### src/design/nbcs_pkg.sv
// ----------------------------------------------------------------------------
// nbcs_pkg: shared types and constants of the contrast stretch
// Widths, register indexes, item codes and the structs that travel
// between the control, line buffer, lane and merge modules.
// ----------------------------------------------------------------------------
package nbcs_pkg;

  localparam int MAX_COLS = 2048;
  localparam int COL_W = $clog2(MAX_COLS);
  localparam int CNT_W = $clog2(MAX_COLS + 2);

  localparam int PIX_W = 8;
  localparam int NUM_CH = 3;
  localparam int WORD_W = PIX_W * NUM_CH;

  localparam int COLS_FIELD_W = 12;
  localparam int ROW_W = 16;
  localparam int STEP_W = 8;

  localparam int CFG_IDX_W = 2;
  localparam int CFG_DATA_W = 16;

  localparam logic [CFG_IDX_W-1:0] CFG_FRAME_COLS = 2'd0;
  localparam logic [CFG_IDX_W-1:0] CFG_FRAME_ROWS = 2'd1;
  localparam logic [CFG_IDX_W-1:0] CFG_STEP_AMOUNT = 2'd2;

  localparam logic KIND_PIXEL = 1'b0;
  localparam logic KIND_FLUSH = 1'b1;

  localparam int OQ_DEPTH = 8;
  localparam int OQ_W = $clog2(OQ_DEPTH);
  localparam int OQ_CW = $clog2(OQ_DEPTH + 1);

  typedef logic [PIX_W-1:0] pix_t;
  typedef logic [NUM_CH-1:0][PIX_W-1:0] pix3_t;

  typedef struct packed {
    logic take;
    logic [COL_W-1:0] col;
  } slot_t;

  typedef struct packed {
    logic emit;
    logic [COL_W-1:0] oc;
    logic [ROW_W-1:0] orow;
  } s1_t;

  typedef struct packed {
    logic emit;
    logic border;
    logic frame_end;
  } tag_t;

  typedef struct packed {
    pix_t blue;
    pix_t green;
    pix_t red;
    logic frame_end;
  } res_t;

  function automatic pix_t min3(input pix_t a, input pix_t b, input pix_t c);
    pix_t m;
    m = (a < b) ? a : b;
    return (c < m) ? c : m;
  endfunction

  function automatic pix_t max3(input pix_t a, input pix_t b, input pix_t c);
    pix_t m;
    m = (a > b) ? a : b;
    return (c > m) ? c : m;
  endfunction

endpackage

### src/design/nbcs_lane.sv
// ----------------------------------------------------------------------------
// nbcs_lane: one color channel of the stretch
// Keeps column minimum and maximum of the 3x3 window, reduces them to the
// window range, and decides the stretched value for the center pixel.
// ----------------------------------------------------------------------------
module nbcs_lane (
  input  logic clk,
  input  logic rst,
  input  logic en1,
  input  logic en2,
  input  nbcs_pkg::pix_t up,
  input  nbcs_pkg::pix_t mid,
  input  nbcs_pkg::pix_t px,
  input  logic [nbcs_pkg::STEP_W-1:0] step,
  output nbcs_pkg::pix_t res,
  output nbcs_pkg::pix_t ctr
);
  import nbcs_pkg::*;

  pix_t mn0, mn1, mn2;
  pix_t mx0, mx1, mx2;
  pix_t md1, md2;
  pix_t lo, hi, p;
  pix_t span;
  logic [PIX_W:0] twice;
  logic [PIX_W:0] sum;

  always_ff @(posedge clk) begin
    if (rst) begin
      mn0 <= '0;
      mn1 <= '0;
      mn2 <= '0;
      mx0 <= '0;
      mx1 <= '0;
      mx2 <= '0;
      md1 <= '0;
      md2 <= '0;
    end else if (en1) begin
      mn0 <= mn1;
      mn1 <= mn2;
      mn2 <= min3(up, mid, px);
      mx0 <= mx1;
      mx1 <= mx2;
      mx2 <= max3(up, mid, px);
      md1 <= md2;
      md2 <= mid;
    end
  end

  always_ff @(posedge clk) begin
    if (en2) begin
      lo <= min3(mn0, mn1, mn2);
      hi <= max3(mx0, mx1, mx2);
      p <= md1;
    end
  end

  always_comb begin
    span = hi - lo;
    twice = {p - lo, 1'b0};
    sum = {1'b0, p} + {1'b0, step};
    if (lo == hi) begin
      res = lo;
    end else if (twice < {1'b0, span}) begin
      res = (p > step) ? p - step : '0;
    end else if (twice > {1'b0, span}) begin
      res = (sum < (PIX_W+1)'(255)) ? sum[PIX_W-1:0] : PIX_W'(255);
    end else begin
      res = p;
    end
  end

  assign ctr = p;

endmodule

### config.mk
export PLATFORM = sky130hd
export DESIGN_NAME = nbcs_lane
export DESIGN_NICKNAME = d
export VERILOG_FILES = /design/src/design/nbcs_pkg.sv /design/src/design/nbcs_lane.sv
export SDC_FILE = /design/constraint.sdc
export NUM_CORES = 1
export LEC_CHECK = 0
export BUFFER_PORTS_ARGS = -buffer_cell sky130_fd_sc_hd__buf_2
export CAP_MARGIN = 20
export CORE_MARGIN = 8
export CORE_UTILIZATION = 62
export CTS_CLUSTER_DIAMETER = 50
export DETAILED_ROUTE_END_ITERATION = 12
export GPL_TIMING_DRIVEN = 0
export PLACE_DENSITY_LB_ADDON = 0.05
export SLEW_MARGIN = 20
export SYNTH_ARGS = -nofsm -noshare
export SYNTH_HDL_FRONTEND = slang
export SYNTH_SLANG_ARGS = --single-unit
### constraint.sdc
create_clock -name clk -period 4.01 [get_ports clk]
set_clock_uncertainty 0.05 [all_clocks]
set_input_delay 0 -clock clk [delete_from_list [all_inputs] [get_ports clk]]
set_output_delay 0 -clock clk [all_outputs]
set_load 0.01 [all_outputs]
After elaboration in Yosys (flattened, before gate mapping)
Cells that the tools add are included.

storage, ports and cells
  register bits = 88
  word-level logic and storage cells = 41
  output and inout port bits = 16
  input bits = 36

operators by class
  add/subtract/negate cells = 4
  $lt $le $gt $ge = 12
  equality and inequality tests = 1
  muxes and demuxes = 13

operators with widths
  operator            number
  $mux 8              13
  $gt 8x8->1          5
  $lt 8x8->1          4
  $sub 8x8->8         3
  $add 8x8->9         1
  $gt 9x8->1          1
  $lt 9x8->1          1
  $lt 9x8->1 const B  1
  $eq 8x8->1          1

Depth between registers and ports, before layout
  depth after elaboration = 6
  gate-level depth with buffers = 17
  mapped depth without buffers = 17

Worst setup path after synthesis
No wires, ideal clock.

  kind = flip-flop to flip-flop
  start = register mx1[5]
  end = register hi[0] (data pin)
  data arrival time = 3.132 ns
  library setup time = 0.260 ns
  clock period less this slack = 3.441 ns
  path slack = 0.569 ns
  path buffers = 0
  cell stages (with the launch flop) = 16
  required time = 3.700 ns
  cell sequence = dfxtp_1 > inv_1 > ha_1 > a21o_1 > a21o_1 > a21oi_1 > o21ai_1 > nand2_1 > mux2_2 > ha_1 > nor2b_1 > o21a_1 > o21a_1 > o21ai_0 > a21oi_2 > mux2_2

between the ends
  cells in the longest elaborated chain, start to end = 4

ends and longest elaborated chain
  element                 line             text
  from (decl)             nbcs_lane.sv:21  pix_t mx0, mx1, mx2;
  from (signal assigned)  nbcs_lane.sv:43  mx1 <= mx2;
  $gt 8x8->1              nbcs_pkg.sv:69   m = (a > b) ? a : b;
  $mux 8 (*)              nbcs_pkg.sv:69
  $gt 8x8->1              nbcs_pkg.sv:70   return (c > m) ? c : m;
  $mux 8 (*)              nbcs_pkg.sv:70
  to (signal assigned)    nbcs_lane.sv:53  hi <= max3(mx0, mx1, mx2);
  to (decl)               nbcs_lane.sv:23  pix_t lo, hi, p;

Mark *: on every way between the ends. The rest lies on a longest branch, timed or not.
A chain may end at the register's enable or synchronous reset.

Final worst setup path
  start = register lo[0]
  end = output port res[7]

between the ends
  cells in the longest elaborated chain, start to end = 5
  elaborated cells on any way between the ends = 8
  those cells by class = add/sub (2); order compare (2); eq/ne (1); mux (3)

ends and longest elaborated chain
  element                                line                              text
  from (decl)                            nbcs_lane.sv:23
  from (signal assigned)                 nbcs_lane.sv:52                   lo <= min3(mn0, mn1, mn2);
  $sub 8x8->8, on equally long branches  nbcs_lane.sv:60, nbcs_lane.sv:59
  $gt 9x8->1                             nbcs_lane.sv:66                   end else if (twice > {1'b0, span}) begin
  $mux 8                                 nbcs_lane.sv:66
  $mux 8                                 nbcs_lane.sv:64                   end else if (twice < {1'b0, span}) begin
  $mux 8 (*)                             nbcs_lane.sv:62                   if (lo == hi) begin
  to (decl)                              nbcs_lane.sv:15                   output nbcs_pkg::pix_t res,

Marks and branches as above.

==> reports/metrics.yaml <==
logic_synthesis:
  yosys_warnings: 0
  synthAdderAreaFrac_pct: 17.57
  ys_seq_area_share_pct: 29.15
  syn_avg_cell_area_um2: 9.095
  syn_area_um2: 6867
  synth_top_family_by_area: "adder cells"
  synth_edf_count: 24
  yosysUniqueCellTypes: 71
  synth_flop_cell: "dfxtp_1"
  synth-seq-cells: 88
  synth-simple-area-share_pct: 14.61
  async_reset_ff_share_pct: 0
  synth_cells: 755
  synthMuxAreaShare_pct: 12.94
  synth_nets: 885
  synth_compound_area_share_pct: 16.65
  synth_xor_area_share_pct: 2.915
floorplan:
  initial_core_util_pct: 63.34
  die_y_um: 121.2
  fp.coreArea_um2: 10840
  die_w_um: 121.2
  ios: 52
  die-area_um2: 14700
  rows: 38
final_layout:
  fin_nets: 978
  final_cell_mix: "95 x nor2_1, 88 x ha_1, 85 x mux2i_1"
  nFillCells: 850
  area_delta_synth_final_pct: 14.54
  final_common_cell: "nor2_1"
  diodes: 0
  drive_gt1_share_pct: 16.18
power:
  power_uw: 3446
  p_leak_uw: 0.003657
  peakVddDrop_v: 0.0004136
  powerDensity_nw_per_um2: 438.1
sta:
  post-route-period-util_pct: 103.5
  hold_violations: 0
  worst_pin_slew_ps: 1021
  period_minus_slack_ps: 4149
  fmax_ghz: 0.2410
  drv_slew: 0
  fin_ws_ps: -139.0
  relSlewSlack_pct: 31.59
  rsz0062_at_grt: "true"
  holdWs_ps: 52.87
  setup_viol: 8
clocking:
  ctsLongestPathBuffers: 2
  cts_tree: "built"
  cts_inserted_buffers: 9
  clk_pin_slew_ps: 80
  htree_levels: 3
  cts_sinks: 88
  clock_latency_ps: 360
  cts_root_buf: "clkbuf_8"
hold_path:
  whs_path_depth: 4
  hold_start: "up[7]"
  hold_end: "mn2[7]$_SDFFE_PP0P_"
  hold_class: "in2reg"
global_route:
  grt_max_degree: 25
  antenna_found_initial: 0
  grt_pass1_wl_um: 27180
  track_usage_pct: 23.01
  grt_overflow: 0
  grt_pass1_vias: 5710
critical_path:
  critical_path_class: "reg2out"
  reg2reg_from: "mx1[5]$_SDFFE_PP0P_"
  critPathArrivalTime_ps: 4100
  r2r-end: "hi[0]$_DFFE_PP_"
  setup.worst_path.start_class: "flip-flop"
  endpoint_kind: "output port"
  r2r_slack_ps: 220
  worst-path-max-fanout: 7
  reg2reg_depth: 15
  cp.required_ps: 3960
status:
  violations: "negative setup slack"
  status: "complete, but fails checks"
route:
  wl_um: 16960
  vias: 5787
  wl_per_cell_um: 17.08
  drc: 0
  drt_pass1_iterations: 6
  drt_iter0_drc: 311
  viasPerCell: 5.828
  ant_nets: 0
flow_run:
  cap_violations: 0
place:
  globalplace.congestion: 0.9852
  portBuffers: 49
  dpl.hpwl_um: 13350
[cells by family after synthesis]
kind of cell	count (synthesis)
adder cells (fa/ha/maj)	94
AO/OA/AOI/OAI	155
multiplexers	88
XOR/XNOR	22
buffers and inverters	103
flip-flops	88
AND/OR/NAND/NOR	205
[what timing repair did]
action | 4_1_cts | 5_1_grt
buffers inserted | 12 | 5
pin swaps | 10 | 6
setup endpoints to repair | 8 | 9
hold endpoints to repair | 16 | 0
hold buffers | 16 | 0
resized for setup | 11 | 16
[cell type report]
| cell class | instances | area [um2] | area share (%) |
|---|---|---|---|
| clock inverter | 6 | 36.28 | 0.4613 |
| timing repair buffer | 82 | 549.3 | 6.984 |
| sequential | 88 | 2002 | 25.45 |
| clock buffer | 10 | 127.6 | 1.623 |
| multi-input combinational | 564 | 4552 | 57.87 |
| tap | 140 | 175.2 | 2.227 |
| inverter | 74 | 277.8 | 3.532 |
| buffer | 29 | 145.1 | 1.845 |
[synth_stat cells (5+ instances only)]
cell type / n / area share, %
edfxtp_1: 24 / 10
o21ai_0: 19 / 1.4
ha_1: 90 / 16
or3_1: 10 / 0.91
a22oi_1: 9 / 0.98
nor2_1: 96 / 5.2
nand2_1: 26 / 1.4
buf_2: 8 / 0.58
nor2b_1: 8 / 0.73
dfxtp_1: 64 / 19
nand3b_1: 9 / 0.98
nand2b_1: 10 / 0.91
nor3_1: 10 / 0.73
clkbuf_1: 14 / 0.77
nand4_1: 12 / 1.1
o21a_1: 15 / 1.6
a21o_1: 15 / 1.6
a21oi_1: 39 / 2.8
xnor2_1: 13 / 1.7
inv_1: 72 / 3.9
xor2_1: 8 / 1.0
a211oi_1: 5 / 0.55
o311ai_1: 5 / 0.64
mux2i_1: 85 / 12
o21ai_1: 10 / 0.73
a221o_1: 8 / 1.2
and3_1: 5 / 0.46
[registers in the layout (all words and copies together) (netlist names)]
register,cells
mn1,8
hi,8
md1,8
mn2,8
mx2,8
mx0,8
mx1,8
lo,8
mn0,8
md2,8
ctr,8
[where the power goes]
part | switching (uW) | internal [uW]
Combinational | 991 | 878
Sequential | 64.8 | 994
Clock | 295 | 222
Total | 1350 | 2090
[routing by layer]
layer	global-route usage [%]	up-vias	part of all wire [%]
li1	-	2889	-
met1	28.54	2709	45
met2	38.20	146	47
met3	3.816	43	4.2
met4	10.95	0	3.6
met5	0	-	0
[stage by stage]
step,setup slack (ps),utilization [%],instances,instance area (um2),setup TNS (ps)
global placement,137.7,67.22,944,7287,0
finish,-139.0,72.55,993,7865,-819.8
CTS,-125.3,71.40,988,7740,-780.6
global route,-278.6,72.55,993,7865,-2010
detailed placement,17.90,67.22,944,7287,0
floorplan,568.7,-,755,6867,0
[how the worst max path moves through the flow]
| stage | startpoint | end | cells after the start |
|---|---|---|---|
| 2_1_floorplan | mx1[5]$_SDFFE_PP0P_ | hi[0]$_DFFE_PP_ | 15 |
| 3_3_place_gp | lo[1]$_DFFE_PP_ | res[5] | 17 |
| 3_5_place_dp | lo[1]$_DFFE_PP_ | res[3] | 17 |
| 4_1_cts | lo[0]$_DFFE_PP_ | res[2] | 17 |
| 5_1_grt | lo[0]$_DFFE_PP_ | res[3] | 18 |
| 6_report | lo[0]$_DFFE_PP_ | res[7] | 18 |
[critical path, cell delays in order, from the launching register on]
cell	delay (ps)
edfxtp_1	510
ha_4	220
fa_2	360
inv_2	70
a21oi_2	50
o21bai_1	170
a21o_1	160
a21oi_2	60
xor2_1	210
ha_1	310
o21a_1	120
o21a_1	170
o22a_4	240
or4_4	450
nor3_4	160
buf_12	150
a22oi_1	60
nand2_1	130
buf_2	140
No activity file was read; power rests on OpenSTA's default activity.
