`config.mk`:
```
export PLATFORM = sky130hd
export DESIGN_NAME = nbcs_ctrl_flat
export DESIGN_NICKNAME = d
export VERILOG_FILES = /design/src/design/nbcs_pkg.sv /design/src/design/nbcs_if.sv /design/src/design/nbcs_ctrl.sv /design/src/flat_wrapper.sv
export SDC_FILE = /design/constraint.sdc
export NUM_CORES = 1
export LEC_CHECK = 0
export BUFFER_PORTS_ARGS = -buffer_cell sky130_fd_sc_hd__buf_2
export CAP_MARGIN = 15
export CORE_ASPECT_RATIO = 0.75
export CORE_MARGIN = 2
export CORE_UTILIZATION = 62
export DETAILED_ROUTE_END_ITERATION = 10
export MAX_ROUTING_LAYER = met4
export PLACE_DENSITY = 0.83
export RECOVER_POWER = 50
export REMOVE_ABC_BUFFERS = 1
export SLEW_MARGIN = 20
export SYNTH_ARGS = -nofsm -noshare
export SYNTH_HDL_FRONTEND = slang
export SYNTH_SLANG_ARGS = --single-unit
```
`constraint.sdc`:
```
create_clock -name clk -period 13.3 [get_ports clk]
set_input_delay 0.665 -clock clk [delete_from_list [all_inputs] [get_ports clk]]
set_output_delay 0.665 -clock clk [all_outputs]
set_load 0.02 [all_outputs]
```
`src/design/nbcs_pkg.sv`:
```
// ----------------------------------------------------------------------------
// nbcs_pkg: shared types and constants of the contrast stretch
// Widths, register indexes, item codes and the structs that travel
// between the control, line buffer, lane and merge modules.
// ----------------------------------------------------------------------------
package nbcs_pkg;

  localparam int MAX_COLS = 2048;
  localparam int COL_W = $clog2(MAX_COLS);
  localparam int CNT_W = $clog2(MAX_COLS + 2);

  localparam int PIX_W = 8;
  localparam int NUM_CH = 3;
  localparam int WORD_W = PIX_W * NUM_CH;

  localparam int COLS_FIELD_W = 12;
  localparam int ROW_W = 16;
  localparam int STEP_W = 8;

  localparam int CFG_IDX_W = 2;
  localparam int CFG_DATA_W = 16;

  localparam logic [CFG_IDX_W-1:0] CFG_FRAME_COLS = 2'd0;
  localparam logic [CFG_IDX_W-1:0] CFG_FRAME_ROWS = 2'd1;
  localparam logic [CFG_IDX_W-1:0] CFG_STEP_AMOUNT = 2'd2;

  localparam logic KIND_PIXEL = 1'b0;
  localparam logic KIND_FLUSH = 1'b1;

  localparam int OQ_DEPTH = 8;
  localparam int OQ_W = $clog2(OQ_DEPTH);
  localparam int OQ_CW = $clog2(OQ_DEPTH + 1);

  typedef logic [PIX_W-1:0] pix_t;
  typedef logic [NUM_CH-1:0][PIX_W-1:0] pix3_t;

  typedef struct packed {
    logic take;
    logic [COL_W-1:0] col;
  } slot_t;

  typedef struct packed {
    logic emit;
    logic [COL_W-1:0] oc;
    logic [ROW_W-1:0] orow;
  } s1_t;

  typedef struct packed {
    logic emit;
    logic border;
    logic frame_end;
  } tag_t;

  typedef struct packed {
    pix_t blue;
    pix_t green;
    pix_t red;
    logic frame_end;
  } res_t;

  function automatic pix_t min3(input pix_t a, input pix_t b, input pix_t c);
    pix_t m;
    m = (a < b) ? a : b;
    return (c < m) ? c : m;
  endfunction

  function automatic pix_t max3(input pix_t a, input pix_t b, input pix_t c);
    pix_t m;
    m = (a > b) ? a : b;
    return (c > m) ? c : m;
  endfunction

endpackage

```
`src/design/nbcs_if.sv`:
```


interface nbcs_cfg_if;
  import nbcs_pkg::*;
  logic valid;
  logic ready;
  logic [CFG_IDX_W-1:0] index;
  logic [CFG_DATA_W-1:0] data;
  modport source (output valid, index, data, input ready);
  modport sink (input valid, index, data, output ready);
endinterface

```
`src/design/nbcs_ctrl.sv`:
```
// ----------------------------------------------------------------------------
// nbcs_ctrl: registers, stream position and pending count
// Holds the configuration, tracks the raster position and the number of
// pending results, and tags each item with its center position.
// ----------------------------------------------------------------------------
module nbcs_ctrl (
  input  logic clk,
  input  logic rst,
  nbcs_cfg_if.sink cfg,
  input  logic fire,
  input  logic kind,
  output nbcs_pkg::slot_t slot,
  output logic s1_valid,
  output nbcs_pkg::s1_t s1,
  output logic [nbcs_pkg::CNT_W-1:0] cols,
  output logic [nbcs_pkg::ROW_W-1:0] rows,
  output logic [nbcs_pkg::STEP_W-1:0] step
);
  import nbcs_pkg::*;

  logic [COLS_FIELD_W-1:0] frame_cols;
  logic [ROW_W-1:0] frame_rows;
  logic [COL_W-1:0] column_count;
  logic [COL_W-1:0] column_count_next;
  logic [ROW_W-1:0] row_count;
  logic [ROW_W-1:0] row_count_next;
  logic [CNT_W-1:0] pending_count;
  logic [CNT_W-1:0] pending_count_next;

  logic [CNT_W-1:0] lim;
  logic [CNT_W-1:0] pend;
  logic [COL_W-1:0] col;
  logic [ROW_W-1:0] row;
  logic [ROW_W:0] r_inc;
  logic [CNT_W-1:0] nc;
  logic [ROW_W:0] r2;
  logic [1:0] sub;
  logic emit;
  logic [ROW_W-1:0] s1_next_orow;
  logic [COL_W-1:0] s1_next_oc;

  assign cfg.ready = 1'b1;

  always_comb begin
    if (frame_cols < COLS_FIELD_W'(3)) begin
      cols = CNT_W'(3);
    end else if (32'(frame_cols) > 32'(MAX_COLS)) begin
      cols = CNT_W'(MAX_COLS);
    end else begin
      cols = CNT_W'(frame_cols);
    end
    rows = (frame_rows < ROW_W'(3)) ? ROW_W'(3) : frame_rows;
  end

  always_comb begin
    lim = cols + CNT_W'(1);
    pend = (pending_count > lim) ? lim : pending_count;
    slot.take = fire && !(kind == KIND_FLUSH && pend == '0);

    if (CNT_W'(column_count) >= cols) begin
      col = '0;
      r_inc = {1'b0, row_count} + (ROW_W+1)'(1);
    end else begin
      col = column_count;
      r_inc = {1'b0, row_count};
    end
    row = (r_inc >= {1'b0, rows}) ? '0 : r_inc[ROW_W-1:0];
    slot.col = col;

    sub = (col != '0) ? 2'd1 : 2'd2;
    if ({1'b0, row} >= (ROW_W+1)'(sub)) begin
      s1_next_orow = row - ROW_W'(sub);
    end else begin
      s1_next_orow = ROW_W'({1'b0, row} + {1'b0, rows} - (ROW_W+1)'(sub));
    end
    s1_next_oc = (col != '0) ? col - COL_W'(1) : COL_W'(cols - CNT_W'(1));

    nc = CNT_W'(col) + CNT_W'(1);
    r2 = {1'b0, row} + (ROW_W+1)'(1);
    if (nc >= cols) begin
      column_count_next = '0;
      row_count_next = (r2 >= {1'b0, rows}) ? '0 : r2[ROW_W-1:0];
    end else begin
      column_count_next = nc[COL_W-1:0];
      row_count_next = row;
    end

    if (kind == KIND_FLUSH) begin
      emit = 1'b1;
      pending_count_next = pend - CNT_W'(1);
      if (pending_count_next == '0) begin
        column_count_next = '0;
        row_count_next = '0;
      end
    end else begin
      emit = (pend >= lim);
      pending_count_next = emit ? lim : pend + CNT_W'(1);
    end
  end

  always_ff @(posedge clk) begin
    if (rst) begin
      frame_cols <= COLS_FIELD_W'(640);
      frame_rows <= ROW_W'(480);
      step <= STEP_W'(1);
      column_count <= '0;
      row_count <= '0;
      pending_count <= '0;
      s1_valid <= 1'b0;
    end else begin
      if (cfg.valid) begin
        case (cfg.index)
          CFG_FRAME_COLS: frame_cols <= cfg.data[COLS_FIELD_W-1:0];
          CFG_FRAME_ROWS: frame_rows <= cfg.data[ROW_W-1:0];
          CFG_STEP_AMOUNT: step <= cfg.data[STEP_W-1:0];
          default: ;
        endcase
      end
      s1_valid <= slot.take;
      if (slot.take) begin
        column_count <= column_count_next;
        row_count <= row_count_next;
        pending_count <= pending_count_next;
      end
    end
  end

  always_ff @(posedge clk) begin
    if (slot.take) begin
      s1.emit <= emit;
      s1.oc <= s1_next_oc;
      s1.orow <= s1_next_orow;
    end
  end

endmodule

```
`src/flat_wrapper.sv`:
```
// flat-port wrapper written by rule: the top's interface ports become plain ports
module nbcs_ctrl_flat import nbcs_pkg::*;
  (clk, rst, fire, kind, slot, s1_valid, s1, cols, rows, step, cfg_valid, cfg_index, cfg_data, cfg_ready);
  nbcs_cfg_if cfg_i ();
  input  logic clk;
  input  logic rst;
  input  logic fire;
  input  logic kind;
  output nbcs_pkg::slot_t slot;
  output logic s1_valid;
  output nbcs_pkg::s1_t s1;
  output logic [nbcs_pkg::CNT_W-1:0] cols;
  output logic [nbcs_pkg::ROW_W-1:0] rows;
  output logic [nbcs_pkg::STEP_W-1:0] step;
  input wire logic [$bits(cfg_i.valid)-1:0] cfg_valid;
  input wire logic [$bits(cfg_i.index)-1:0] cfg_index;
  input wire logic [$bits(cfg_i.data)-1:0] cfg_data;
  output wire logic [$bits(cfg_i.ready)-1:0] cfg_ready;
  assign cfg_i.valid = cfg_valid;
  assign cfg_i.index = cfg_index;
  assign cfg_i.data = cfg_data;
  assign cfg_ready = cfg_i.ready;
  nbcs_ctrl u_core (.clk(clk), .rst(rst), .cfg(cfg_i), .fire(fire), .kind(kind), .slot(slot), .s1_valid(s1_valid), .s1(s1), .cols(cols), .rows(rows), .step(step));
endmodule
```
After elaboration in Yosys (flattened, before gate mapping)
Cells that the tools add are included.
{"block": "totals", "latchBits": 0, "romBits": 0, "elab_cells": 62, "reg_bits": 104, "mem_bits_rw": 0, "n_memories": 0, "inputBits": 23, "out_inout_bits": 78}
{"block": "classes", "order_cmp": 10, "n_reduce_logical": 10, "multipliers": 0, "n_bitwise": 0, "n_addsub": 11, "eq_ne": 2, "shift": 0, "div": 0, "n_mux": 19}
{"operator": "$mux 16", "n": 7}
{"operator": "$mux 12", "n": 5}
{"operator": "$mux 11", "n": 5}
{"operator": "$add 16x1->17 const B", "n": 2}
{"operator": "$ge 17x16->1", "n": 2}
{"operator": "$sub 16x2->16", "n": 2}
{"operator": "$add 12x1->12 const B", "n": 2}
{"operator": "$ge 12x12->1", "n": 2}
{"operator": "$logic_not 12->1", "n": 2}
{"operator": "$sub 11x1->11 const B", "n": 2}
{"operator": "$mux 17", "n": 1}
{"operator": "$add 16x16->16", "n": 1}
{"operator": "$ge 16x2->1", "n": 1}
{"operator": "$lt 16x2->1 const B", "n": 1}
{"operator": "$add 11x1->12 const B", "n": 1}
{"operator": "$ge 11x12->1", "n": 1}
{"operator": "$gt 12x12->1", "n": 1}
{"operator": "$gt 12x12->1 const B", "n": 1}
{"operator": "$lt 12x2->1 const B", "n": 1}
{"operator": "$sub 12x1->12 const B", "n": 1}
{"operator": "$reduce_bool 11->1", "n": 1}
{"operator": "$reduce_and 2->1", "n": 3}
{"operator": "$eq 2x1->1 const B", "n": 1}
{"operator": "$eq 2x2->1 const B", "n": 1}
{"operator": "other kinds (4)", "n": 5}

Depth between registers and ports, before layout
{"block": "logic_depth", "ltp_word": 13, "ltp_mapped": 42, "ltp_nobuf": 36}

Least setup slack after synthesis
Ideal clock, no wire load.
{"block": "synth_timing", "path_type": "register to register", "from": "register u_core.frame_cols[6]", "to": "register u_core.row_count[6]", "slack_ps": 5759, "path_buffers": 7, "t_arrival_ps": 7452, "stages_incl_launch_ff": 40, "setup_time_ps": 90, "required_time_ps": 13210, "period_less_slack_ps": 7541, "cell_sequence": "dfxtp_1 clkbuf_1 nor3_1 a31oi_1 nor2_1 ha_1 nor2b_1 o21ai_1 a221oi_2 o21a_1 buf_6 buf_6 clkbuf_1 xnor2_1 inv_1 ha_1 inv_1 a21oi_1 [4 not listed] clkbuf_1 nand2_1 inv_1 ha_1 nand4_1 nor3b_1 xnor2_1 ha_1 o211ai_1 a21boi_0 o21ai_0 nand3_1 o21ai_0 nand2_1 a31oi_1 buf_2 a22oi_1 a211oi_1"}
{"block": "synth_via", "elab_chain_len": 13, "word_cells_on_any_way": 26, "cone_classes": "add/sub (4); order compare (7); mux (10); reduce/logical (5)"}
{"item": "start: declaration", "line": "nbcs_ctrl.sv:21", "text": "logic [COLS_FIELD_W-1:0] frame_cols;"}
{"item": "start signal: assignment", "line": "nbcs_ctrl.sv:113", "text": "CFG_FRAME_COLS: frame_cols <= cfg.data[COLS_FIELD_W-1:0];"}
{"item": "$gt 12x12->1", "line": "nbcs_ctrl.sv:47", "text": "end else if (32'(frame_cols) > 32'(MAX_COLS)) begin"}
{"item": "$mux 12", "line": "nbcs_ctrl.sv:47"}
{"item": "$mux 12 (*)", "line": "nbcs_ctrl.sv:45", "text": "if (frame_cols < COLS_FIELD_W'(3)) begin"}
{"item": "named net cols (one bit)", "line": "flat_wrapper.sv:12", "text": "output logic [nbcs_pkg::CNT_W-1:0] cols;"}
{"item": "$ge 11x12->1", "line": "nbcs_ctrl.sv:60", "text": "if (CNT_W'(column_count) >= cols) begin"}
{"item": "$mux 17", "line": "nbcs_ctrl.sv:60"}
{"item": "$ge 17x16->1", "line": "nbcs_ctrl.sv:67", "text": "row = (r_inc >= {1'b0, rows}) ? '0 : r_inc[ROW_W-1:0];"}
{"item": "$mux 16", "line": "nbcs_ctrl.sv:67"}
{"item": "$add 16x1->17", "line": "nbcs_ctrl.sv:79", "text": "r2 = {1'b0, row} + (ROW_W+1)'(1);"}
{"item": "$ge 17x16->1", "line": "nbcs_ctrl.sv:82", "text": "row_count_next = (r2 >= {1'b0, rows}) ? '0 : r2[ROW_W-1:0];"}
{"item": "$mux 16", "line": "nbcs_ctrl.sv:82"}
{"item": "$mux 16", "line": "nbcs_ctrl.sv:80", "text": "if (nc >= cols) begin"}
{"item": "$mux 16", "line": "nbcs_ctrl.sv:91", "text": "if (pending_count_next == '0) begin"}
{"item": "$mux 16", "line": "nbcs_ctrl.sv:88", "text": "if (kind == KIND_FLUSH) begin"}
{"item": "end signal: assignment", "line": "nbcs_ctrl.sv:122", "text": "row_count <= row_count_next;"}
{"item": "end: declaration", "line": "nbcs_ctrl.sv:25", "text": "logic [ROW_W-1:0] row_count;"}
The timed path passes the listed nets; every way through them passes the cells marked *.
A chain may end at the register's enable or synchronous reset.

Worst setup path in the final report
{"block": "layout_timing", "from": "register u_core.frame_cols[11]", "to": "register u_core.row_count[6]"}
{"block": "layout_via", "elab_chain_len": 13, "word_cells_on_any_way": 26, "cone_classes": "add/sub (4); order compare (7); mux (10); reduce/logical (5)"}
{"item": "$gt 12x12->1", "line": "nbcs_ctrl.sv:47"}
{"item": "$mux 12", "line": "nbcs_ctrl.sv:47"}
{"item": "$mux 12 (*)", "line": "nbcs_ctrl.sv:45"}
{"item": "$ge 11x12->1", "line": "nbcs_ctrl.sv:60"}
{"item": "$mux 17", "line": "nbcs_ctrl.sv:60"}
{"item": "$ge 17x16->1", "line": "nbcs_ctrl.sv:67"}
{"item": "$mux 16", "line": "nbcs_ctrl.sv:67"}
{"item": "$add 16x1->17", "line": "nbcs_ctrl.sv:79"}
{"item": "$ge 17x16->1", "line": "nbcs_ctrl.sv:82"}
{"item": "$mux 16", "line": "nbcs_ctrl.sv:82"}
{"item": "$mux 16", "line": "nbcs_ctrl.sv:80"}
{"item": "$mux 16", "line": "nbcs_ctrl.sv:91"}
{"item": "$mux 16", "line": "nbcs_ctrl.sv:88"}
Every way passes the cells marked *; elsewhere a longest branch is shown, timed or not.

==> results.cfg <==
[run_status]
status = finished, final reports clean

[timing]
worst_slew_pin_slew_ns = 1.28
min_period_ns = 10.52
slew_violations = 0
finalCritPeriodShare_pct = 79.1
finalSetupTns_ns = 0
fmaxAchievable_ghz = 0.0950
clock_skew_ns = 0.0124
grt_setup_unrepaired = no
hold_viol_final = 0
maxSlewHeadroom_pct = 14.6
setup_viol = 0

[synth]
netlist_area_mm2 = 0.0102
async_reset_ff_share_pct = 0
synth_warnings = 0
ys_ff_latch = 104
synth_cell_type_count = 95
syn_area_per_cell_um2 = 7.81
synthCells = 1302
synth_enable_flop_cells = 28
ys_seq_area_share_pct = 23.2
synth_ff_type = dfxtp_1

[worst_setup_path]
crit_top_cell = ha_1
worstPathMaxFanout = 29
endpoint_kind = flip-flop
worst-path-stages = 31
critPathTopFamily = compound AO/OA/AOI/OAI gates
crit_path_top_delay_cell = clkbuf_1
crit_buf_inv = 3
endpoint = u_core.row_count[6]$_SDFFE_PP0P_
r2r_cells = 31
arrival_ns = 10.80
worstReg2RegStart = u_core.frame_cols[11]$_SDFFE_PP0P_
r2r-end = u_core.row_count[6]$_SDFFE_PP0P_
worst_ep_required_time_ns = 13.58
crit_start = u_core.frame_cols[11]$_SDFFE_PP0P_
crit_type = reg2reg
max_stage_delay_ns = 0.93
critPathLaunchType = flip-flop
regToRegSetupSlack_ns = 2.78

[floorplan]
die_x_um = 152
rows = 40
die-area_mm2 = 0.0175
die_y_um = 115
core_area_mm2 = 0.0160
start_util_pct = 63.5
pin_count = 101

[layout]
drive_gt1_share_pct = 7.87
fin_util_pct = 68.0
syn_to_final_growth_pct = 7.15
layout.nets = 1500
antennaDiodeCount = 0

[cts]
numCtsBuffers = 9
holdBufCountCts = 0
cts.sinks = 104
post_cts_buffers = 0
cts.reportedPaths.clkPinSlew_ns = 0.08
cts-resized-gates = 0
insertion_delay_ns = 0.36
cts_root_buffer = clkbuf_16
htreeDepth = 3
tritoncts = yes
clockBufferDepth = 2

[worst_hold_path]
hp-class = reg2reg

[power]
vdd_drop_max_mv = 0.119
p_leak_nw = 4.62
power.density_mw_per_mm2 = 167

[drt]
avgRoutedWirePerCell_um = 19.4
vias = 10037
wirelength_mm = 30.5
drc_errors = 0
firstDrtPassIters = 5
ant_nets = 0
vias_per_cell = 6.40
drt_iter0_drc = 1223

[global_routing]
antenna_found_initial = 0
grt_pass1_wl_mm = 48.6
grt_max_degree = 52
track_usage_pct = 35.9
grt_pass1_vias = 8801
grt-ovfl-total = 0

[place]
place_hpwl_mm = 23.9
place_congestion = 1.06
io_buffer_count = 99

[job]
cap_violations = 0
==> final cells by class <==
type | count | area [um2]
clock buffer | 9 | 225
clock inverter | 7 | 60.1
fill | 1350 | 5120
inverter | 108 | 407
multi-input combinational | 1019 | 7070
sequential | 104 | 2360
tap | 210 | 263
timing repair buffer | 112 | 504
==> metrics by stage <==
step / worst slack [ns] / area, um2 / instances / hold WS [ns] / power, mW
detailed placement: 4.41 / 10700 / 1553 / 0.468 / 1.53
floorplan: 5.46 / 9840 / 1231 / 0.439 / 1.24
global route: 1.99 / 10900 / 1569 / 0.508 / 1.94
global placement: 4.72 / 10700 / 1553 / 0.439 / 1.52
finish: 2.78 / 10900 / 1569 / 0.473 / 1.82
CTS: 4.33 / 11000 / 1569 / 0.479 / 1.80
==> worst register-to-register path: cells and delay by family (launching register included) <==
family	cells	cell delay, ns
buffers and inverters	3	2.45
adder cells (fa/ha/maj)	4	1.30
XOR/XNOR	2	0.66
AND/OR/NAND/NOR	9	2.09
AO/OA/AOI/OAI	13	3.64
flip-flops	1	0.32
==> synth_stat cells, types with 9 or more instances <==
cell type  instances  area (um2)
a211oi_1          15         113
a21o_1            17         128
a21oi_1           96         480
a22o_1            11        96.3
a31oi_1           10        62.6
and2_1            17         106
and3_1            13        81.3
buf_2             14        70.1
clkbuf_1          47         176
dfxtp_1           76        1520
edfxtp_1          28         841
ha_1             120        1500
inv_1            106         398
mux2_2             9         101
mux2i_1           21         210
nand2_1          159         597
nand2b_1          12        75.1
nand3_1           33         165
nand3b_1           9        67.6
nand4_1           18         113
nor2_1            92         345
nor2b_1           11        68.8
nor3_1            29         145
nor4_1            17         106
o211ai_1          13        97.6
o21a_1            13        97.6
o21ai_0           47         235
o21ai_1           21         105
or3_1             12        75.1
xnor2_1           56         490
xor2_1            29         254
==> state kept, by name, summed over array words and instances (netlist names) <==
signal and count:
u_core.s1 28, u_core.frame_rows 16, u_core.row_count 16, u_core.frame_cols 12, u_core.pending_count 12, u_core.column_count 11
u_core.step 8, u_core.s1_valid 1
==> power breakdown <==
part / internal, mW / switching (mW) / total [mW]
combinational: 0.417 / 0.676 / 1.09
sequential: 0.409 / 0.0502 / 0.459
clock: 0.131 / 0.135 / 0.266
total: 0.957 / 0.861 / 1.82
==> worst min-delay path by stage <==
stage	to	slack, ns	from	cells after the start
2_1_floorplan	u_core.frame_rows[1]$_SDFFE_PP0P_	0.44	u_core.frame_rows[1]$_SDFFE_PP0P_	2
3_3_place_gp	u_core.step[0]$_SDFFE_PP1P_	0.44	u_core.step[0]$_SDFFE_PP1P_	1
3_5_place_dp	u_core.frame_rows[1]$_SDFFE_PP0P_	0.47	u_core.frame_rows[1]$_SDFFE_PP0P_	2
4_1_cts	u_core.frame_rows[1]$_SDFFE_PP0P_	0.48	u_core.frame_rows[1]$_SDFFE_PP0P_	2
5_1_grt	u_core.frame_rows[0]$_SDFFE_PP0P_	0.51	u_core.frame_rows[0]$_SDFFE_PP0P_	2
6_report	u_core.row_count[14]$_SDFFE_PP0P_	0.47	u_core.row_count[14]$_SDFFE_PP0P_	2
==> kinds of logic after synthesis <==
group / Yosys count / share of synthesized area (%)
compound gates: 315 / 20.5
flops: 104 / 23.2
buf+inv: 179 / 7.27
fa+ha+maj: 123 / 15.4
xor+xnor: 85 / 7.32
other cells: 1 / 0.0369
simple gates: 465 / 23.2
mux: 30 / 3.06
==> routing by layer <==
layer / vias to the layer above / track usage (%) / part of all wire, %
met4: 0 / 5.42 / 0.70
met5: - / - / 0
met2: 662 / 46.6 / 37
met1: 4627 / 54.9 / 47
li1: 4722 / - / -
met3: 26 / 10.3 / 15
==> cells in the final DEF, fill, tap and decap left out, types with 5 or more instances in the layout <==
master / instances
and2_1: 15
nor2_1: 92
and3_1: 13
a211o_1: 6
xnor2_1: 56
nand3_1: 33
a22o_1: 11
mux2_2: 9
ha_1: 120
nor3_1: 29
dfxtp_1: 76
a21oi_1: 96
o211ai_1: 13
nand2_1: 159
a211oi_1: 15
buf_4: 11
xor2_1: 29
nand4_1: 18
o21ai_0: 46
o21ai_1: 22
nor2b_1: 11
nor3b_1: 8
or3_1: 12
nor4_1: 17
buf_2: 34
o21a_1: 13
mux2i_1: 21
nand2b_1: 12
a21o_1: 17
inv_1: 105
edfxtp_1: 28
clkbuf_16: 9
a31oi_1: 10
a22oi_1: 5
o31ai_1: 6
o31a_1: 6
clkbuf_1: 67
nand3b_1: 9
Power figures use the tool's default switching activity.
