File: config.mk
export PLATFORM = sky130hd
export DESIGN_NAME = nbcs_merge_flat
export DESIGN_NICKNAME = d
export VERILOG_FILES = /design/src/design/nbcs_pkg.sv /design/src/design/nbcs_if.sv /design/src/design/nbcs_merge.sv /design/src/flat_wrapper.sv
export SDC_FILE = /design/constraint.sdc
export NUM_CORES = 1
export LEC_CHECK = 0
export BUFFER_PORTS_ARGS = -buffer_cell sky130_fd_sc_hd__buf_2
export CORE_AREA = 2 2 131 133
export CTS_CLUSTER_DIAMETER = 60
export CTS_CLUSTER_SIZE = 10
export DETAILED_ROUTE_END_ITERATION = 6
export DIE_AREA = 0 0 133 135
export PLACE_DENSITY = 0.77
export SLEW_MARGIN = 0
export SYNTH_ARGS = -nofsm -noshare
export SYNTH_HDL_FRONTEND = slang
export SYNTH_SLANG_ARGS = --single-unit
File: constraint.sdc
create_clock -name clk -period 4.7 [get_ports clk]
set_input_delay 0.94 -clock clk [delete_from_list [all_inputs] [get_ports clk]]
set_output_delay 0.94 -clock clk [all_outputs]
set_load 0.005 [all_outputs]
File: src/design/nbcs_pkg.sv
// ----------------------------------------------------------------------------
// nbcs_pkg: shared types and constants of the contrast stretch
// Widths, register indexes, item codes and the structs that travel
// between the control, line buffer, lane and merge modules.
// ----------------------------------------------------------------------------
package nbcs_pkg;

  localparam int MAX_COLS = 2048;
  localparam int COL_W = $clog2(MAX_COLS);
  localparam int CNT_W = $clog2(MAX_COLS + 2);

  localparam int PIX_W = 8;
  localparam int NUM_CH = 3;
  localparam int WORD_W = PIX_W * NUM_CH;

  localparam int COLS_FIELD_W = 12;
  localparam int ROW_W = 16;
  localparam int STEP_W = 8;

  localparam int CFG_IDX_W = 2;
  localparam int CFG_DATA_W = 16;

  localparam logic [CFG_IDX_W-1:0] CFG_FRAME_COLS = 2'd0;
  localparam logic [CFG_IDX_W-1:0] CFG_FRAME_ROWS = 2'd1;
  localparam logic [CFG_IDX_W-1:0] CFG_STEP_AMOUNT = 2'd2;

  localparam logic KIND_PIXEL = 1'b0;
  localparam logic KIND_FLUSH = 1'b1;

  localparam int OQ_DEPTH = 8;
  localparam int OQ_W = $clog2(OQ_DEPTH);
  localparam int OQ_CW = $clog2(OQ_DEPTH + 1);

  typedef logic [PIX_W-1:0] pix_t;
  typedef logic [NUM_CH-1:0][PIX_W-1:0] pix3_t;

  typedef struct packed {
    logic take;
    logic [COL_W-1:0] col;
  } slot_t;

  typedef struct packed {
    logic emit;
    logic [COL_W-1:0] oc;
    logic [ROW_W-1:0] orow;
  } s1_t;

  typedef struct packed {
    logic emit;
    logic border;
    logic frame_end;
  } tag_t;

  typedef struct packed {
    pix_t blue;
    pix_t green;
    pix_t red;
    logic frame_end;
  } res_t;

  function automatic pix_t min3(input pix_t a, input pix_t b, input pix_t c);
    pix_t m;
    m = (a < b) ? a : b;
    return (c < m) ? c : m;
  endfunction

  function automatic pix_t max3(input pix_t a, input pix_t b, input pix_t c);
    pix_t m;
    m = (a > b) ? a : b;
    return (c > m) ? c : m;
  endfunction

endpackage

File: src/design/nbcs_if.sv


interface nbcs_out_if;
  import nbcs_pkg::*;
  logic valid;
  logic ready;
  logic [PIX_W-1:0] blue_out;
  logic [PIX_W-1:0] green_out;
  logic [PIX_W-1:0] red_out;
  logic frame_end;
  modport source (output valid, blue_out, green_out, red_out, frame_end, input ready);
  modport sink (input valid, blue_out, green_out, red_out, frame_end, output ready);
endinterface


File: src/design/nbcs_merge.sv
// ----------------------------------------------------------------------------
// nbcs_merge: merge of the lane results and output queue
// Picks stretched or original channels per border flag, joins the frame
// end mark and queues the pixel for the output channel.
// ----------------------------------------------------------------------------
module nbcs_merge (
  input  logic clk,
  input  logic rst,
  input  logic push,
  input  nbcs_pkg::tag_t tag,
  input  nbcs_pkg::pix3_t res,
  input  nbcs_pkg::pix3_t ctr,
  nbcs_out_if.source pix_out,
  output logic [nbcs_pkg::OQ_CW-1:0] count
);
  import nbcs_pkg::*;

  res_t oq [OQ_DEPTH];
  res_t wr_data;
  res_t head;
  logic [OQ_W-1:0] wr_ptr;
  logic [OQ_W-1:0] rd_ptr;
  logic pop;

  always_comb begin
    wr_data.blue = tag.border ? ctr[0] : res[0];
    wr_data.green = tag.border ? ctr[1] : res[1];
    wr_data.red = tag.border ? ctr[2] : res[2];
    wr_data.frame_end = tag.frame_end;
  end

  assign pop = pix_out.valid && pix_out.ready;

  always_ff @(posedge clk) begin
    if (rst) begin
      wr_ptr <= '0;
      rd_ptr <= '0;
      count <= '0;
    end else begin
      if (push) begin
        wr_ptr <= wr_ptr + OQ_W'(1);
      end
      if (pop) begin
        rd_ptr <= rd_ptr + OQ_W'(1);
      end
      count <= count + OQ_CW'(push) - OQ_CW'(pop);
    end
  end

  always_ff @(posedge clk) begin
    if (push) begin
      oq[wr_ptr] <= wr_data;
    end
  end

  assign head = oq[rd_ptr];
  assign pix_out.valid = (count != '0);
  assign pix_out.blue_out = head.blue;
  assign pix_out.green_out = head.green;
  assign pix_out.red_out = head.red;
  assign pix_out.frame_end = head.frame_end;

endmodule

File: src/flat_wrapper.sv
// flat-port wrapper written by rule: the top's interface ports become plain ports
module nbcs_merge_flat import nbcs_pkg::*;
  (clk, rst, push, tag, res, ctr, count, pix_out_valid, pix_out_blue_out, pix_out_green_out, pix_out_red_out, pix_out_frame_end, pix_out_ready);
  nbcs_out_if pix_out_i ();
  input  logic clk;
  input  logic rst;
  input  logic push;
  input  nbcs_pkg::tag_t tag;
  input  nbcs_pkg::pix3_t res;
  input  nbcs_pkg::pix3_t ctr;
  output logic [nbcs_pkg::OQ_CW-1:0] count;
  output wire logic [$bits(pix_out_i.valid)-1:0] pix_out_valid;
  output wire logic [$bits(pix_out_i.blue_out)-1:0] pix_out_blue_out;
  output wire logic [$bits(pix_out_i.green_out)-1:0] pix_out_green_out;
  output wire logic [$bits(pix_out_i.red_out)-1:0] pix_out_red_out;
  output wire logic [$bits(pix_out_i.frame_end)-1:0] pix_out_frame_end;
  input wire logic [$bits(pix_out_i.ready)-1:0] pix_out_ready;
  assign pix_out_valid = pix_out_i.valid;
  assign pix_out_blue_out = pix_out_i.blue_out;
  assign pix_out_green_out = pix_out_i.green_out;
  assign pix_out_red_out = pix_out_i.red_out;
  assign pix_out_frame_end = pix_out_i.frame_end;
  assign pix_out_i.ready = pix_out_ready;
  nbcs_merge u_core (.clk(clk), .rst(rst), .push(push), .tag(tag), .res(res), .ctr(ctr), .pix_out(pix_out_i), .count(count));
endmodule
## Word-level counts from Yosys, hierarchy flattened

Memory sizes are Yosys's and may differ from the RTL's. A register that Yosys moved wholly into a read port is not among the register bits.
Index checks and enable logic that the tools add are counted.

| cells by class | value |
|---|---|
| muxes and demuxes | 7 |
| reductions and logical operators | 2 |
| add/sub/neg operators | 4 |

Operator list:

| operator | number |
|---|---|
| 8-bit 2-to-1 mux | 3 |
| 3-bit by 1-bit adder with 3-bit output (second input constant) | 2 |
| 3-bit 2-to-1 mux | 2 |
| 4-bit by 1-bit adder with 4-bit output | 1 |
| 4-bit nonzero test | 1 |
| 4-bit by 1-bit subtractor with 4-bit output | 1 |
| 1-bit 2-to-1 mux | 2 |
| 1-bit logical AND | 1 |

| word-level totals | value |
|---|---|
| RAM bits | 200 |
| output and inout bits | 30 |
| memories kept | 1 |
| bits in registers | 10 |

Memories:

| memory | depth | bits a word | rd ports | clocked after Yosys merged registers in | wr ports | line | text |
|---|---|---|---|---|---|---|---|
| u_core.oq | 8 | 25 | 1 | 1 | 1 | nbcs_merge.sv:18 | `res_t oq [OQ_DEPTH];` |

## Logic depth before layout (Yosys ltp)

Gate-level depths: netlist of the first run.

| depth | value |
|---|---|
| word-level depth | 4 |
| gate-level depth with buffers | 11 |

## Worst setup path after synthesis of the first run

Ideal clock, no wire load.

| timing path | value |
|---|---|
| path kind | in2reg |
| from | in push |
| to | mem u_core.oq[0][0] (netlist name) (enable) |
| data required time | 4.262 ns |
| setup slack | 1.490 ns |
| library setup time | 0.438 ns |
| cell stages on the path | 2 |
| buffers on the path | 0 |
| data arrival time | 2.772 ns |
| cells stage by stage | nand2b_1 > nor3_1 |

| on the way | value |
|---|---|
| longest elaborated chain between the ends | 2 |

Ends and longest elaborated chain:

| element | line | text |
|---|---|---|
| start, declared | flat_wrapper.sv:7 | `input logic push;` |
| 1-bit 2-to-1 mux | nbcs_merge.sv:51 | `if (push) begin` |
| 1-bit 2-to-1 mux (not written as such) | nbcs_merge.sv:52 | `oq[wr_ptr] <= wr_data;` |
| end, declared | nbcs_merge.sv:18 |  |

No other way between the ends.

==> results of run 1 <==
power breakdown:
part / switching, mW / internal (mW) / total (mW)
Combinational: 0.301 / 0.340 / 0.641
Sequential: 0.0465 / 2.16 / 2.21
Clock: 0.661 / 0.994 / 1.65
Total: 1.01 / 3.50 / 4.51
cell type report:
class | count | area (µm²)
Multi-Input combinational cell | 153 | 2270
Clock inverter | 1 | 8.76
Tap cell | 220 | 275
Sequential cell | 213 | 6270
Timing Repair Buffer | 89 | 460
Inverter | 8 | 30.0
Fill cell | 1157 | 6390
Clock buffer | 44 | 697
layer usage:
metal,track usage,routed length (µm)
met5,0,0
met4,0.0621,421
met3,0.0259,740
met2,0.296,7740
met1,0.227,6240
flip-flops by register name (all words and copies together), names as in the netlist, named ones only:
name / cells
u_core.oq: 200
u_core.count: 4
u_core.rd_ptr: 3
u_core.wr_ptr: 3
critical path, cell delays in order (launching register included):
cell and delay (ns):
dfxtp_2 0.31, buf_4 0.65, mux4_1 0.65, mux2_2 0.32, buf_2 0.14
synth_stat cells, types with 2 or more instances:
library cell / number / area (µm²)
xor2_1: 2 / 17.5
ha_1: 6 / 75.1
nand2_1: 5 / 18.8
nor3_1: 2 / 10.0
nand3_1: 3 / 15.0
a21oi_1: 6 / 30.0
nor2_1: 13 / 48.8
nand2b_1: 4 / 25.0
mux2_2: 51 / 574
clkbuf_1: 5 / 18.8
o21ai_0: 3 / 15.0
buf_1: 7 / 26.3
edfxtp_1: 200 / 6010
mux4_1: 50 / 1310
nor2b_1: 2 / 12.5
buf_6: 6 / 67.6
inv_1: 8 / 30.0
dfxtp_1: 13 / 260
logic make-up after synthesis:
logic type,synth area share
compound gates,0.00623
xor+xnor,0.00304
fa+ha+maj,0.0110
buf+inv,0.0171
flops,0.726
mux,0.220
simple gates,0.0167
path summary, 6_finish.rpt:
kind	startpoint	to	slack, ns	cells after the start
hold reg to reg	u_core.rd_ptr[2]$_SDFFE_PP0P_	flip-flop	0.52	2
setup / recovery	flip-flop	pix_out_red_out[0]	1.18	4
setup reg to reg	u_core.count[2]$_SDFF_PP0_	u_core.count[1]$_SDFF_PP0_	2.42	10
hold / removal	u_core.rd_ptr[2]$_SDFFE_PP0P_	flip-flop	0.52	2
==> results.txt, run 1 <==
Commonest non-fill, non-tap cell in the layout - edfxtp_1
Total power - 4.51 mW
Ratio of cells with drive above 1 in the final layout - 0.348
Largest net degree at the start of global routing - 51
Skew final - 0.0194 ns
FFs w/ async S/R, synth - 0
Initial Util - 0.526
Vias per cell - 5.53
N_diodes - 0
Part of the cycle the worst path needs - 0.749
Root Driver - clkbuf_16
Cell Area, Synth - 8630 µm²
First-pass GRT wire length - 23,200 µm
Clock latency on the worst-skew pair - 0.50 ns
Maxcap violations - 0
# nets final - 552
Worst-margin pin slew - 1.13 ns
Pwr/cell area - 450 nW/µm²
Routability cong. - 0.684
Crit path required time - 3.76 ns
CTS Buffer Depth - 3
Chip Width - 133 µm
CP max FO - 50
Period minus WS final - 3.52 ns
DRT antenna net count - 0
1st-pass router iterations - 4
Distinct cell type count of the synthesized netlist - 25
Core area - 16,400 µm²
Utilization after layout - 0.610
Die H - 135 µm
Hold WS - 0.515 ns
Row cnt - 47
Setup violations, final - 0
Cells after DPL - 683
Io pins - 85
# DRC - 0
Setup Buffers After CTS - 0
CP endpoint kind - primary output
Final WS setup - 1.18 ns
Hold buffer count at cts - 0
Final Hold Viols - 0
Number of synthesized flops with an enable pin - 200
H-tree Lvls - 1
Unrepaired setup endpoints after global routing - no
Post-synth net total - 455
Register area share after synthesis - 0.726
Setup Crit Path Kind - flip-flop to primary output
Cell count after synthesis - 393
Vias in the first global route - 4,254
GR Overflow Total - 0
Layout area overhead - 16.0%
Final Instance Area - 10,000 µm²
Maximum VDD drop - 0.262 mV
Commonest cells after routing, fill and taps aside - edfxtp_1 (200), buf_2 (83), mux2_2 (51)
GRT Resource Usage Total - 0.172
Cts repair resizes - 0
Startpoint types - flip-flop
CTS Sinks - 213
DR iter-0 viols - 366
Pre-CTS setup slack - 1.71 ns
Clock-pin slew on the worst setup and hold paths - 0.05 ns
Setup TNS - 0 ns
#FFs+latches synth - 213
Initial antenna violation count - 0
YS warnings - 0
Post-place instance area - 9310 µm²
CP arrival - 2.58 ns
Hold Crit Class - flip-flop to flip-flop
Status - finished, final reports clean
Routed wire length - 15,100 µm
Dominant synthesized flop cell - edfxtp_1
Avg Inst Size Synth - 22.0 µm²
PortBufs - 83
Vias - 4,028
Non-filler cells, final - 728
Leakage - 3.40 nW
CTS tree - yes
Fmax - 0.284 GHz
Relative slew slack - 0.246
Wire length per cell - 20.8 µm
Die area - 18,000 µm²
Count of pins over their slew limit - 0
Detailed placement HPWL - 8350 µm
CTS buffer count - 25
Note: power is estimated with default switching activity, not from simulation.
==> run 2, diff against run 1 <==
- clock period: 4.7 -> 3.6 ns (I/O delays scaled with it)
==> results.txt, run 2 (same netlist as run 1, synthesis figures left out) <==
Initial Util - 0.526 (unchanged)
Hold buffer count at cts - 0 (unchanged)
1st-pass router iterations - 4 (unchanged)
Worst path slowest cell - dfxtp_2
Reg2reg start - u_core.count[2]$_SDFF_PP0_
Final Hold Viols - 0 (unchanged)
Period minus WS final - 3.20 ns
Hold Crit Class - input port to flip-flop
Vias - 4,109 (+2.0%)
Detailed placement HPWL - 9060 µm (+8.5%)
Setup violations, final - 0 (unchanged)
Core area - 16,400 µm² (unchanged)
Routability cong. - 0.741 (+8.3%)
Cts repair resizes - 0 (unchanged)
N_diodes - 0 (unchanged)
Die area - 18,000 µm² (unchanged)
Worst stage delay on the critical path - 0.63 ns (-0.02 ns)
DR iter-0 viols - 287 (-22%)
Chip Width - 133 µm (unchanged)
Fmax - 0.313 GHz
Psw - 1.32 mW (+31%)
Leakage - 3.40 nW (about the same)
Clock share of power - 0.361 (-0.006)
Setup Crit Path Kind - flip-flop to primary output
Setup TNS - 0 ns (unchanged)
Io pins - 85 (unchanged)
Top flop regs - u_core.oq: 200 flops, u_core.count: 4 flops
Wire length per cell - 22.6 µm (+8.6%)
Maximum VDD drop - 0.318 mV (+22%)
Top reg by flops - u_core.oq
Sw frac - 0.226 (+0.00221)
Maxcap violations - 0 (unchanged)
Unrepaired setup endpoints after global routing - no
Layout area overhead - 15.9% (about the same)
H-tree Lvls - 1 (unchanged)
CP max FO - 26 (-48%)
Pwr/cell area - 585 nW/µm² (+30%)
Status - finished, final reports clean
Relative slew slack - 0.314 (+0.0683)
Fillers - 1,140 (-1.5%)
Clock latency on the worst-skew pair - 0.50 ns (about the same)
Clock-pin slew on the worst setup and hold paths - 0.05 ns (about the same)
Count of pins over their slew limit - 0 (unchanged)
DRT antenna net count - 0 (unchanged)
First-pass GRT wire length - 24,500 µm (+5.8%)
CTS Sinks - 213 (unchanged)
Startpoint types - flip-flop
Comb power frac - 0.148 (+0.006)
CP arrival - 2.48 ns (-0.10 ns)
# DRC - 0 (unchanged)
Register area - 6270 µm² (unchanged)
CTS buffer count - 25 (unchanged)
Setup Buffers After CTS - 0 (unchanged)
Max reg flops - 200 (unchanged)
Part of the cycle the worst path needs - 0.889
Crit path required time - 2.88 ns (-0.88 ns)
Die H - 135 µm (unchanged)
Multi-input logic area - 2270 µm² (unchanged)
Routed wire length - 16,300 µm (+7.4%)
Total power - 5.86 mW (+30%)
Vias per cell - 5.71 (+3.1%)
Critical-path cell list - buf_12 -> mux4_1 -> mux2_2 -> buf_2
Root Driver - clkbuf_16
Internal power - 4.53 mW (+30%)
GR Overflow Total - 0 (unchanged)
Crit path buf inv count - 2 (unchanged)
GRT Resource Usage Total - 0.185 (+0.0125)
Worst-margin pin slew - 1.03 ns (-0.105 ns)
# nets final - 554 (+0.36%)
CP endpoint kind - primary output
Skew final - 0.00982 ns (-0.00961 ns)
Hold Path Origin - tag[0]
R2r setup slk - 1.22 ns (-1.20 ns)
Commonest non-fill, non-tap cell in the layout - edfxtp_1
Vias in the first global route - 4,440 (+4.4%)
Family with the most delay on the worst path - multiplexers
Commonest cells after routing, fill and taps aside - edfxtp_1 (200), buf_2 (83), mux2_2 (51)
Part of the power in registers - 0.491 (about the same)
Largest net degree at the start of global routing - 51 (unchanged)
Initial antenna violation count - 0 (unchanged)
PortBufs - 83 (unchanged)
Ratio of cells with drive above 1 in the final layout - 0.358 (+0.00957)
CTS tree - yes
CTS Buffer Depth - 3 (unchanged)
Row cnt - 47 (unchanged)
-- run 2: final cells by class --
cell class              count  area share
well taps                 220      0.0275
multi-input cells         153       0.227
inverters                   8     0.00300
clock inverters             1    0.000876
flip-flops and latches    213       0.627
repair buffers             91      0.0488
clock buffers              34      0.0659
-- run 2: final timing paths --
path                            depth (start not counted)                             to
worst max-delay path                                    4             pix_out_red_out[0]
worst min-delay path                                    1      u_core.oq[7][0]$_DFFE_PP_
worst min register to register                          2  u_core.wr_ptr[2]$_SDFFE_PP0P_
worst max register to register                         10     u_core.count[1]$_SDFF_PP0_
-- run 2: metal layers --
layer  share of wire  wire length [µm]  global-route usage
met2            0.53              8550               0.333
met5               0                 0                   0
met3           0.065              1060              0.0349
met1            0.39              6360               0.226
met4           0.018               299              0.0639
-- run 2: through the flow --
stage	hold slack [ns]	setup slack [ns]	utilization	cells	cell area (µm²)
floorplan	0.480	0.610	-	393	8630
global placement	0.484	0.911	0.569	685	9330
detailed placement	0.520	0.894	0.569	685	9330
CTS	0.482	0.353	0.610	720	10000
global route	0.496	0.303	0.610	720	10000
finish	0.497	0.400	0.610	720	10000
-- run 2: power groups by stage --
stage               Clock (mW)  Combinational (mW)  Sequential, mW
floorplan                    0               0.591            2.90
finish                    2.11               0.867            2.88
global placement             0               0.835            2.92
global route              2.24               0.950            2.88
CTS                       2.16               0.880            2.88
detailed placement           0               0.869            2.93
==> run 3, diff against run 2 <==
- BUFFER_PORTS_ARGS: -buffer_cell sky130_fd_sc_hd__buf_2 -> -buffer_cell sky130_fd_sc_hd__buf_4
==> results.txt, run 3 (same netlist as run 1, synthesis figures left out) <==
Vias per cell - 5.67 (-0.71%)
Die H - 135 µm (unchanged)
Vias in the first global route - 4,360 (-1.8%)
Initial antenna violation count - 0 (unchanged)
GR Overflow Total - 0 (unchanged)
PortBufs - 83 (unchanged)
CTS tree - yes
Top flop regs - u_core.oq: 200 flops, u_core.count: 4 flops
Top reg by flops - u_core.oq
Count of pins over their slew limit - 0 (unchanged)
DR iter-0 viols - 305 (+6.3%)
Setup Buffers After CTS - 0 (unchanged)
Unrepaired setup endpoints after global routing - no
Non-filler cells, final - 720 (unchanged)
Ratio of cells with drive above 1 in the final layout - 0.356 (-0.00200)
GRT Resource Usage Total - 0.182 (-0.00280)
Startpoint types - flip-flop
Clock latency on the worst-skew pair - 0.50 ns (about the same)
Cells after DPL - 684 (-0.15%)
CP arrival - 2.29 ns (-0.19 ns)
Maximum VDD drop - 0.393 mV (+24%)
Critical-path cell list - buf_4 -> mux4_1 -> mux2_2 -> buf_4
Setup violations, final - 0 (unchanged)
Die area - 18,000 µm² (unchanged)
Fmax - 0.332 GHz (+6.2%)
H-tree Lvls - 1 (unchanged)
1st-pass router iterations - 4 (unchanged)
Row cnt - 47 (unchanged)
Leakage - 3.47 nW (+1.9%)
# nets final - 553 (-0.18%)
Setup Crit Path Kind - flip-flop to primary output
Max reg flops - 200 (unchanged)
Relative slew slack - 0.363 (+0.0490)
Worst-margin pin slew - 0.953 ns (-0.0734 ns)
Cell mode on critical path - buf_4
Chip Width - 133 µm (unchanged)
Routability cong. - 0.686 (-7.3%)
Hold Crit Class - input port to flip-flop
CP endpoint kind - primary output
Initial Util - 0.526 (unchanged)
DRT antenna net count - 0 (unchanged)
# DRC - 0 (unchanged)
Family with the most delay on the worst path - flip-flops
Io pins - 85 (unchanged)
CTS Sinks - 213 (unchanged)
Maxcap violations - 0 (unchanged)
Largest net degree at the start of global routing - 51 (unchanged)
Commonest cells after routing, fill and taps aside - edfxtp_1 (200), buf_4 (88), mux2_2 (51)
Commonest non-fill, non-tap cell in the layout - edfxtp_1
Crit path required time - 2.88 ns (about the same)
Routed wire length - 15,800 µm (-2.6%)
Worst path slowest cell - dfxtp_2
Skew final - 0.00923 ns (-0.000591 ns)
Hold buffer count at cts - 0 (unchanged)
Root Driver - clkbuf_16
Worst stage delay on the critical path - 0.69 ns (+0.06 ns)
Clock-pin slew on the worst setup and hold paths - 0.05 ns (about the same)
Part of the cycle the worst path needs - 0.837 (-0.0518)
Core area - 16,400 µm² (unchanged)
Detailed placement HPWL - 8780 µm (-3.1%)
CTS buffer count - 25 (unchanged)
Period minus WS final - 3.01 ns (-0.187 ns)
Layout area overhead - 18.4%
Cts repair resizes - 0 (unchanged)
First-pass GRT wire length - 24,600 µm (+0.20%)
CTS Buffer Depth - 3 (unchanged)
CP max FO - 24 (-7.7%)
Pwr/cell area - 580 nW/µm² (-0.98%)
Status - finished, final reports clean
Fillers - 1,085 (-4.8%)
Setup TNS - 0 ns (unchanged)
N_diodes - 0 (unchanged)
Crit path buf inv count - 2 (unchanged)
Final Hold Viols - 0 (unchanged)
Wire length per cell - 22.0 µm (-2.6%)
Vias - 4,080 (-0.71%)
run 3: cell count changes in the layout (fill, tap and decap cells not counted), sizes merged:
cell / change
inv: -1
clkinvlp: +1
clkinv: +1
buf: -1
run 3: final timing paths:
path                                                     from                       endpoint  slack, ns  cells after the start
worst max-delay path                                flip-flop             pix_out_red_out[7]       0.59                      4
worst min-delay path                                   tag[0]      u_core.oq[3][0]$_DFFE_PP_       0.47                      1
worst max register to register     u_core.count[2]$_SDFF_PP0_     u_core.count[1]$_SDFF_PP0_       1.39                     10
worst min register to register  u_core.rd_ptr[2]$_SDFFE_PP0P_  u_core.rd_ptr[2]$_SDFFE_PP0P_       0.51                      2
run 3: metal layers:
layer | GRT usage | wire length, µm
met1 | 0.232 | 6190
met2 | 0.328 | 8350
met3 | 0.0308 | 1000
met4 | 0.0472 | 297
met5 | 0 | 0
run 3: report_power, final:
group	internal (mW)	leakage (nW)	switching (mW)
sequential	2.82	1.92	0.0389
clock	1.25	0.320	0.851
combinational	0.528	1.22	0.427
run 3: area by class of cell:
class                           count  area (µm²)  area share
Tap cell                          220         275      0.0269
Sequential cell                   213        6270       0.614
Clock buffer                       34         659      0.0645
Multi-Input combinational cell    153        2270       0.222
Clock inverter                      2        11.3     0.00110
Timing Repair Buffer               90         701      0.0686
Inverter                            8        30.0     0.00294
run 3: stage by stage:
| step | hold WS, ns | util | setup slack, ns | power, mW | instance area [µm²] |
|---|---|---|---|---|---|
| after floorplan | 0.480 | - | 0.610 | 3.49 | 8630 |
| after global placement | 0.492 | 0.582 | 1.07 | 3.84 | 9550 |
| final | 0.470 | 0.623 | 0.587 | 5.92 | 10200 |
| after CTS | 0.449 | 0.623 | 0.523 | 5.98 | 10200 |
| after global routing | 0.453 | 0.623 | 0.467 | 6.16 | 10200 |
| after detailed placement | 0.504 | 0.582 | 1.07 | 3.88 | 9550 |
